[src/rtl/core/hkst_pkg.sv]
// Package for the held key slot table.
// Holds the item types, the slot entry type, opcodes and the sequencer states.
// Depends on nothing.
package hkst_pkg;

    localparam int KEY_W   = 25;
    localparam int HOLD_W  = 31;
    localparam int AMT_W   = 16;
    localparam int INDEX_W = 6;

    localparam logic [HOLD_W-1:0] HOLD_MAX = {HOLD_W{1'b1}};

    typedef enum logic [1:0] {
        OP_PRESS   = 2'd0,
        OP_RELEASE = 2'd1,
        OP_TICK    = 2'd2,
        OP_LOOK    = 2'd3
    } op_t;

    typedef struct packed {
        op_t               opcode;
        logic [KEY_W-1:0]  key_code;
        logic [AMT_W-1:0]  tick_amount;
    } req_item_t;

    typedef struct packed {
        logic               key_found;
        logic               key_pressed;
        logic [HOLD_W-1:0]  hold_time;
        logic [INDEX_W-1:0] slot_index;
    } rsp_item_t;

    typedef struct packed {
        logic [KEY_W-1:0]  key;
        logic              pressed;
        logic [HOLD_W-1:0] hold;
    } slot_t;

    typedef enum logic [1:0] {
        ST_IDLE,
        ST_SCAN,
        ST_UPDATE,
        ST_FINISH
    } state_t;

endpackage

[src/rtl/core/hkst_slot_mem.sv]
// Slot memory of the held key slot table: one write port, one registered read port.
// Per-entry valid bits make entries never written read as an all-zero slot.
// Depends on hkst_pkg.
module hkst_slot_mem #(
    parameter int SLOT_COUNT = 8,
    parameter int IDX_W      = 3
) (
    input  logic                clk,
    input  logic                rst_n,
    input  logic                wr_en,
    input  logic [IDX_W-1:0]    wr_addr,
    input  hkst_pkg::slot_t     wr_data,
    input  logic                rd_en,
    input  logic [IDX_W-1:0]    rd_addr,
    output hkst_pkg::slot_t     rd_data
);
    import hkst_pkg::*;

    slot_t                   mem [SLOT_COUNT];
    logic [SLOT_COUNT-1:0]   valid_reg;
    slot_t                   rd_data_reg;
    logic                    rd_valid_reg;

    always_ff @(posedge clk or negedge rst_n)
    begin
        if (!rst_n)
        begin
            valid_reg    <= '0;
            rd_valid_reg <= 1'b0;
        end
        else
        begin
            if (wr_en)
            begin
                valid_reg[wr_addr] <= 1'b1;
            end
            if (rd_en)
            begin
                rd_valid_reg <= valid_reg[rd_addr];
            end
        end
    end

    always_ff @(posedge clk)
    begin
        if (wr_en)
        begin
            mem[wr_addr] <= wr_data;
        end
        if (rd_en)
        begin
            rd_data_reg <= mem[rd_addr];
        end
    end

    assign rd_data = rd_valid_reg ? rd_data_reg : '0;

endmodule

[src/rtl/core/hkst_ctrl.sv]
// Sequencer of the held key slot table: scans every slot through the memory read
// port, applies ticks in place, then writes the press or release and forms the result.
// Depends on hkst_pkg.
module hkst_ctrl #(
    parameter int SLOT_COUNT = 8,
    parameter int IDX_W      = 3
) (
    input  logic                   clk,
    input  logic                   rst_n,
    input  logic                   req_valid,
    output logic                   req_ready,
    input  hkst_pkg::req_item_t    req,
    output logic                   rsp_valid,
    input  logic                   rsp_ready,
    output hkst_pkg::rsp_item_t    rsp,
    output logic                   wr_en,
    output logic [IDX_W-1:0]       wr_addr,
    output hkst_pkg::slot_t        wr_data,
    output logic                   rd_en,
    output logic [IDX_W-1:0]       rd_addr,
    input  hkst_pkg::slot_t        rd_data
);
    import hkst_pkg::*;

    localparam int CNT_W = $clog2(SLOT_COUNT + 1);
    localparam logic [CNT_W-1:0] CNT_END = CNT_W'(SLOT_COUNT);
    localparam logic [IDX_W-1:0] IDX_LAST = IDX_W'(SLOT_COUNT - 1);

    state_t             state_reg;
    state_t             state_next;
    logic [CNT_W-1:0]   rd_cnt_reg;
    logic               proc_valid_reg;
    logic [IDX_W-1:0]   proc_idx_reg;
    req_item_t          req_reg;

    logic               match_found_reg;
    logic [IDX_W-1:0]   match_idx_reg;
    logic               match_pressed_reg;
    logic [HOLD_W-1:0]  match_hold_reg;
    logic               unp_found_reg;
    logic [IDX_W-1:0]   unp_idx_reg;
    logic [HOLD_W-1:0]  best_reg;
    logic [IDX_W-1:0]   long_idx_reg;

    logic               rsp_valid_reg;
    rsp_item_t          rsp_reg;
    rsp_item_t          rsp_next;

    logic [HOLD_W:0]    tick_sum;
    logic [HOLD_W-1:0]  tick_hold;
    logic               tick_write;
    logic [HOLD_W-1:0]  scan_hold;
    logic [IDX_W-1:0]   press_idx;
    logic               load_rsp;

    always_comb
    begin
        tick_sum  = {1'b0, rd_data.hold} + (HOLD_W + 1)'(req_reg.tick_amount);
        tick_hold = tick_sum[HOLD_W] ? HOLD_MAX : tick_sum[HOLD_W-1:0];
        tick_write = proc_valid_reg && (req_reg.opcode == OP_TICK) && rd_data.pressed;
        scan_hold  = tick_write ? tick_hold : rd_data.hold;
        if (match_found_reg)
        begin
            press_idx = match_idx_reg;
        end
        else if (unp_found_reg)
        begin
            press_idx = unp_idx_reg;
        end
        else
        begin
            press_idx = long_idx_reg;
        end
    end

    always_comb
    begin
        state_next = state_reg;
        unique case (state_reg)
            ST_IDLE:
            begin
                if (req_valid)
                begin
                    state_next = ST_SCAN;
                end
            end
            ST_SCAN:
            begin
                if (proc_valid_reg && (proc_idx_reg == IDX_LAST))
                begin
                    state_next = ST_UPDATE;
                end
            end
            ST_UPDATE:
            begin
                state_next = ST_FINISH;
            end
            ST_FINISH:
            begin
                if (!rsp_valid_reg || rsp_ready)
                begin
                    state_next = ST_IDLE;
                end
            end
            default:
            begin
                state_next = ST_IDLE;
            end
        endcase
    end

    always_comb
    begin
        req_ready = 1'b0;
        rd_en     = 1'b0;
        rd_addr   = rd_cnt_reg[IDX_W-1:0];
        wr_en     = 1'b0;
        wr_addr   = proc_idx_reg;
        wr_data   = '{key: rd_data.key, pressed: rd_data.pressed, hold: tick_hold};
        load_rsp  = 1'b0;
        unique case (state_reg)
            ST_IDLE:
            begin
                req_ready = 1'b1;
            end
            ST_SCAN:
            begin
                rd_en = (rd_cnt_reg < CNT_END);
                wr_en = tick_write;
            end
            ST_UPDATE:
            begin
                if (req_reg.opcode == OP_PRESS)
                begin
                    wr_en   = 1'b1;
                    wr_addr = press_idx;
                    wr_data = '{key: req_reg.key_code, pressed: 1'b1, hold: '0};
                end
                else if ((req_reg.opcode == OP_RELEASE) && match_found_reg)
                begin
                    wr_en   = 1'b1;
                    wr_addr = match_idx_reg;
                    wr_data = '{key: req_reg.key_code, pressed: 1'b0, hold: match_hold_reg};
                end
            end
            ST_FINISH:
            begin
                load_rsp = !rsp_valid_reg || rsp_ready;
            end
            default:
            begin
                req_ready = 1'b0;
            end
        endcase
    end

    always_comb
    begin
        rsp_next = '0;
        if (req_reg.opcode == OP_PRESS)
        begin
            rsp_next.key_found   = 1'b1;
            rsp_next.key_pressed = 1'b1;
            rsp_next.slot_index  = INDEX_W'(press_idx);
        end
        else if (match_found_reg)
        begin
            rsp_next.key_found   = 1'b1;
            rsp_next.key_pressed = (req_reg.opcode == OP_RELEASE) ? 1'b0 : match_pressed_reg;
            rsp_next.hold_time   = match_hold_reg;
            rsp_next.slot_index  = INDEX_W'(match_idx_reg);
        end
    end

    always_ff @(posedge clk or negedge rst_n)
    begin
        if (!rst_n)
        begin
            state_reg      <= ST_IDLE;
            rd_cnt_reg     <= '0;
            proc_valid_reg <= 1'b0;
            proc_idx_reg   <= '0;
            rsp_valid_reg  <= 1'b0;
        end
        else
        begin
            state_reg      <= state_next;
            proc_valid_reg <= rd_en;
            proc_idx_reg   <= rd_addr;
            if (req_valid && req_ready)
            begin
                rd_cnt_reg <= '0;
            end
            else if (rd_en)
            begin
                rd_cnt_reg <= rd_cnt_reg + CNT_W'(1);
            end
            if (load_rsp)
            begin
                rsp_valid_reg <= 1'b1;
            end
            else if (rsp_ready)
            begin
                rsp_valid_reg <= 1'b0;
            end
        end
    end

    always_ff @(posedge clk)
    begin
        if (req_valid && req_ready)
        begin
            req_reg         <= req;
            match_found_reg <= 1'b0;
            unp_found_reg   <= 1'b0;
            best_reg        <= '0;
            long_idx_reg    <= '0;
        end
        else if (proc_valid_reg)
        begin
            if (!match_found_reg && (rd_data.key == req_reg.key_code))
            begin
                match_found_reg   <= 1'b1;
                match_idx_reg     <= proc_idx_reg;
                match_pressed_reg <= rd_data.pressed;
                match_hold_reg    <= scan_hold;
            end
            if (!unp_found_reg && !rd_data.pressed)
            begin
                unp_found_reg <= 1'b1;
                unp_idx_reg   <= proc_idx_reg;
            end
            if (rd_data.hold > best_reg)
            begin
                best_reg     <= rd_data.hold;
                long_idx_reg <= proc_idx_reg;
            end
        end
        if (load_rsp)
        begin
            rsp_reg <= rsp_next;
        end
    end

    assign rsp_valid = rsp_valid_reg;
    assign rsp       = rsp_reg;

endmodule

[src/rtl/core/held_key_slot_table.sv]
// Held key slot table: a table of key slots with pressed flags and hold times.
// Top level; instantiates hkst_ctrl and hkst_slot_mem, depends on hkst_pkg.
//
// Usage: an item on the req channel (valid/ready) names an operation and a key.
// Press claims a slot for the key, release clears its pressed flag, tick adds
// tick_amount to every pressed slot with saturation, and look changes nothing.
// Every item returns exactly one item on the rsp channel with the state of the
// named key after the operation.
// Each item scans all slots through the single read port of the slot memory,
// one slot per cycle, followed by a write step (ST_UPDATE) and a result step (ST_FINISH).
// req_ready is high only while no item is being worked on. The response sits
// in an output register, so the next item may be accepted while the previous
// result still waits; a stalled receiver holds the sequencer at its final
// cycle until the register frees up.
// Reset clears all slots to key 0, released, hold time zero, at once through
// per-slot valid bits; no clearing pass is needed.
module held_key_slot_table #(
    parameter int SLOT_COUNT = 8
) (
    input  logic                   clk,
    input  logic                   rst_n,
    input  logic                   req_valid,
    output logic                   req_ready,
    input  hkst_pkg::req_item_t    req,
    output logic                   rsp_valid,
    input  logic                   rsp_ready,
    output hkst_pkg::rsp_item_t    rsp
);
    import hkst_pkg::*;

    localparam int IDX_W = (SLOT_COUNT > 1) ? $clog2(SLOT_COUNT) : 1;

    logic               wr_en;
    logic [IDX_W-1:0]   wr_addr;
    slot_t              wr_data;
    logic               rd_en;
    logic [IDX_W-1:0]   rd_addr;
    slot_t              rd_data;

    hkst_ctrl #(
        .SLOT_COUNT (SLOT_COUNT),
        .IDX_W      (IDX_W)
    ) u_ctrl (
        .clk        (clk),
        .rst_n      (rst_n),
        .req_valid  (req_valid),
        .req_ready  (req_ready),
        .req        (req),
        .rsp_valid  (rsp_valid),
        .rsp_ready  (rsp_ready),
        .rsp        (rsp),
        .wr_en      (wr_en),
        .wr_addr    (wr_addr),
        .wr_data    (wr_data),
        .rd_en      (rd_en),
        .rd_addr    (rd_addr),
        .rd_data    (rd_data)
    );

    hkst_slot_mem #(
        .SLOT_COUNT (SLOT_COUNT),
        .IDX_W      (IDX_W)
    ) u_mem (
        .clk        (clk),
        .rst_n      (rst_n),
        .wr_en      (wr_en),
        .wr_addr    (wr_addr),
        .wr_data    (wr_data),
        .rd_en      (rd_en),
        .rd_addr    (rd_addr),
        .rd_data    (rd_data)
    );

endmodule

[config.mk]
export PLATFORM = sky130hd
export DESIGN_NAME = held_key_slot_table
export DESIGN_NICKNAME = d
export VERILOG_FILES = /design/src/rtl/core/hkst_pkg.sv /design/src/rtl/core/hkst_slot_mem.sv /design/src/rtl/core/hkst_ctrl.sv /design/src/rtl/core/held_key_slot_table.sv
export SDC_FILE = /design/constraint.sdc
export NUM_CORES = 1
export LEC_CHECK = 0
export BUFFER_PORTS_ARGS = -buffer_cell sky130_fd_sc_hd__buf_2
export CAP_MARGIN = 20
export CORE_MARGIN = 3
export CORE_UTILIZATION = 45
export CTS_BUF_LIST = sky130_fd_sc_hd__clkbuf_4
export DETAILED_ROUTE_END_ITERATION = 16
export PLACE_DENSITY = 0.6
export REMOVE_ABC_BUFFERS = 1
export SLEW_MARGIN = 20
export SYNTH_ARGS = -nofsm -noshare
export SYNTH_HDL_FRONTEND = slang
export SYNTH_SLANG_ARGS = --single-unit
[constraint.sdc]
create_clock -name clk -period 5.7 [get_ports clk]
set_clock_uncertainty 0.15 [all_clocks]
set_input_delay 0.855 -clock clk [delete_from_list [all_inputs] [get_ports clk]]
set_output_delay 0.855 -clock clk [all_outputs]
set_load 0.1 [all_outputs]
==> impl_summary.txt <==
----------------------------------------------------
[Clock network]
  Post_cts resized ... 0
  Clock network latency to the later pin of the worst-skew pair ... 1010 ps
  Clock tree from TritonCTS ... done
  Post-CTS Setup Inserts ... 0
  Total CTS buffers ... roughly 180
  Cell at the root of the clock tree ... sky130_fd_sc_hd__clkbuf_4
  Quantity of hold-fixing buffers added after cts ... 45
  Maximum clock path buffer count ... 3
  # clock sinks ... 686
  CTS H-Tree Depth ... 4
  Clock-pin slew on the worst setup and hold paths ... 70 ps

[Floorplan]
  Die ar. ... 0.0685 sq mm
  Number of top-level pins ... 88
  Core region area ... 0.0646 sq mm
  Count of standard-cell rows ... 93
  Initial cell density of the core ... 0.456
  Horizontal extent of the die ... approximately 260 um
  Height of the chip ... 262 um

[GRT]
  Vias in the first global route ... 17800
  Pin count of the biggest net entering global routing ... 64
  Global-route wire length before repair ... ~110000 um
  Overall overflow remaining after global route ... 0
  Total GRT Usage ... 0.210
  Number of antenna violations at the first check in global routing ... 2

[Detailed routing]
  Initial drt markers ... 1361
  Final antenna-violating net count ... 0
  DR DRC count ... 0
  Routed wire length ... 70400 um
  Per-cell via count in the routed design ... 5.61
  Vias ... 17300
  Final routed wire length divided by cell count ... between 20 and 25 um
  Iteration count of the initial detailed-routing pass ... 5

[Yosys]
  Dominant cell type by area after synthesis ... sky130_fd_sc_hd__edfxtp_1
  Synthesized netlist cell count ... 1859
  Most frequent cell after synthesis ... sky130_fd_sc_hd__edfxtp_1
  Area of the mapped netlist ... 0.0294 sq mm
  Synth Flop Type ... sky130_fd_sc_hd__edfxtp_1
  Top post-synthesis cells by area ... sky130_fd_sc_hd__edfxtp_1, sky130_fd_sc_hd__mux4_2, sky130_fd_sc_hd__dfxtp_1
  Async SR Flop Fraction ... 0.0292
  Area share of the leading cell type in the synthesized netlist ... 0.643
  Number of synthesized flops with an enable pin ... 630
  Total of warnings raised by yosys ... 0
  Number of distinct standard cells referenced by the synthesized netlist ... 95
  Number of register bits inferred by synthesis ... 686
  Ranking of synthesized cells by instance count ... sky130_fd_sc_hd__edfxtp_1, sky130_fd_sc_hd__nand2_1, sky130_fd_sc_hd__mux4_2
  Mean area per synthesized cell ... 15.8 sq um
  Sequential cell area fraction in the yosys report ... 0.684

[Critical path]
  Critical path startpoint category ... register
  Worst setup path endpoint ... u_ctrl.best_reg[17]
  Capture point of the worst reg-to-reg path ... u_ctrl.best_reg[17]
  Critical path endpoint category ... register
  Startpoint-to-endpoint class of the critical path ... register to register
  Arrival time reported for the critical path endpoint ... about 5000 ps
  Crit path from ... u_mem.rd_valid_reg
  Reg-to-reg critical path startpoint ... u_mem.rd_valid_reg
  Crit Path Max Fanout ... 38
  Required @ worst endpoint ... 6400 ps
  Worst-case register-to-register setup slack ... 1260 ps
  R2r worst-path depth ... 12

[Layout]
  Max reg flops ... 456
  Final cell count without fillers ... between 3000 and 4000
  Final instance area ... 0.0336 sq mm
  Share of final-layout standard cells stronger than drive strength 1 ... 0.277
  Final Net Count ... 2170
  Final core occ ... 0.520
  Growth of design area from synthesis to finish ... 14.2%

[Power and ir drop]
  Pwr per Cell Area ... 517 mW/mm^2
  Switching part of the total power ... 0.357
  Clock power frac ... 0.238
  Cell internal pwr ... 0.0112 W
  Seq pwr share ... 0.440
  Sw power ... about 0.0062 W
  Maximum VDD drop ... 0.264 mV
  Static power due to leakage ... ~12 nW
  Proportion of power drawn by combinational gates ... 0.322

[STA]
  Number of failing setup endpoints in the final timing report ... 0
  Worst slew pin tran ... 981 ps
  Count of pins over their slew limit ... 0
  Share of the clock period used by the worst path ... 0.779
  Fin crit period ... 4440 ps
  Worst slew margin relative to its limit ... 0.339
  Setup repair after global routing missed its margin ... false
  Fin. Hold Viols ... 0
  Upper clock frequency limit ... 0.225 GHz
  Final hold slack ... between 150 and 200 ps

[Status]
  Outcome ... finished clean

[Placed design]
  Post-detailed-placement cell area ... 0.0309 sq mm
  Port Buffer Count ... 84
  # placed instances ... 2719
  Final weighted congestion in routability-driven placement ... 0.873
  Post-detailed-placement half-perimeter wirelength ... 40800 um

[Worst hold path]
  Worst min-delay path category ... primary input to register

[Run]
  Number of max-cap violations ... 0

----------------------------------------------------
[how the worst min path moves through the flow]
stage,startpoint,to,slack [ps],cells past startpoint
after floorplan,u_mem.valid_reg[2],u_mem.valid_reg[2],280,1
after global placement,u_mem.valid_reg[3],u_mem.valid_reg[3],300,1
after detailed placement,u_mem.valid_reg[5],u_mem.valid_reg[5],300,1
after CTS,req_valid,u_ctrl.state_reg[1],70,5
after global routing,rst_n,u_mem.rd_valid_reg,140,2
final,req_valid,u_ctrl.state_reg[1],180,5
[per-layer routing]
layer  up-vias  global-route usage  wire [um]
met3       122              0.0396       3890
met2       607               0.346      34800
met4         0              0.0782       1600
li1       7831                   -          -
met1      8782               0.280      30100
met5         -                   0          0
[per-stage QoR]
step                TNS, ps  setup slack (ps)  total power (W)
floorplan           -891730             -1890           0.0118
global placement          0              1510           0.0132
detailed placement        0              1350           0.0133
CTS                       0              1300           0.0175
global route              0               940           0.0184
finish                    0              1260           0.0174
[power by group through the flow]
| stage | registers, W | logic [W] | clock network [W] |
|---|---|---|---|
| 6_report | 0.00763 | 0.00560 | 0.00413 |
| 5_1_grt | 0.00771 | 0.00614 | 0.00454 |
| 4_1_cts | 0.00763 | 0.00564 | 0.00426 |
| 3_5_place_dp | 0.00773 | 0.00559 | 0 |
| 3_3_place_gp | 0.00772 | 0.00548 | 0 |
| 2_1_floorplan | 0.00816 | 0.00365 | 0 |
[worst max-delay path, stage by stage (launching register included)]
cell and delay [ps]:
sky130_fd_sc_hd__dfrtp_4 710, sky130_fd_sc_hd__buf_4 370, sky130_fd_sc_hd__and2_1 360, sky130_fd_sc_hd__ha_1 190
sky130_fd_sc_hd__and4_1 210, sky130_fd_sc_hd__nand3_1 130, sky130_fd_sc_hd__nor4_1 470, sky130_fd_sc_hd__o21ai_0 220
sky130_fd_sc_hd__o211ai_1 150, sky130_fd_sc_hd__o211a_2 490, sky130_fd_sc_hd__buf_4 480, sky130_fd_sc_hd__mux2i_1 250
sky130_fd_sc_hd__nor2_1 50
[placed cells by master (no fill, tap or decap), types with 8 or more instances in the layout]
master	instances
sky130_fd_sc_hd__o21ai_0	69
sky130_fd_sc_hd__dfxtp_1	36
sky130_fd_sc_hd__a22oi_1	17
sky130_fd_sc_hd__and2_1	51
sky130_fd_sc_hd__buf_12	14
sky130_fd_sc_hd__nand2b_1	8
sky130_fd_sc_hd__a31oi_1	21
sky130_fd_sc_hd__o31ai_1	15
sky130_fd_sc_hd__dfrtp_1	16
sky130_fd_sc_hd__or3_1	8
sky130_fd_sc_hd__o21ai_1	16
sky130_fd_sc_hd__nor3_1	16
sky130_fd_sc_hd__nand3_1	61
sky130_fd_sc_hd__buf_4	20
sky130_fd_sc_hd__clkinv_1	53
sky130_fd_sc_hd__or2_2	11
sky130_fd_sc_hd__mux2i_1	27
sky130_fd_sc_hd__and3_1	8
sky130_fd_sc_hd__xnor2_1	23
sky130_fd_sc_hd__ha_1	37
sky130_fd_sc_hd__clkbuf_4	246
sky130_fd_sc_hd__mux2_2	57
sky130_fd_sc_hd__dlygate4sd3_1	45
sky130_fd_sc_hd__buf_2	84
sky130_fd_sc_hd__edfxtp_1	630
sky130_fd_sc_hd__xor2_1	16
sky130_fd_sc_hd__nor2_1	73
sky130_fd_sc_hd__nor2_4	9
sky130_fd_sc_hd__o22ai_1	11
sky130_fd_sc_hd__nand2_1	131
sky130_fd_sc_hd__a21o_1	13
sky130_fd_sc_hd__mux4_2	116
sky130_fd_sc_hd__clkinv_2	11
sky130_fd_sc_hd__o211ai_1	11
sky130_fd_sc_hd__a21oi_1	38
sky130_fd_sc_hd__inv_1	63
sky130_fd_sc_hd__nand4_1	15
[final cells by class]
type,instances,area [sq um]
flip-flops and latches,686,20200
clock buffers,246,1850
fillers,5428,31000
diodes,6,15.0
well taps,855,1070
repair buffers,163,1300
inverters,64,241
multi-input cells,996,8590
clock inverters,75,379
[cell families after synthesis]
kind of cell    synth area share
flops                      0.684
mux                        0.120
other cells             0.000127
buf+inv                   0.0270
fa+ha+maj                 0.0164
compound gates            0.0637
xor+xnor                  0.0122
simple gates              0.0765
Power figures use the tool's default switching activity.
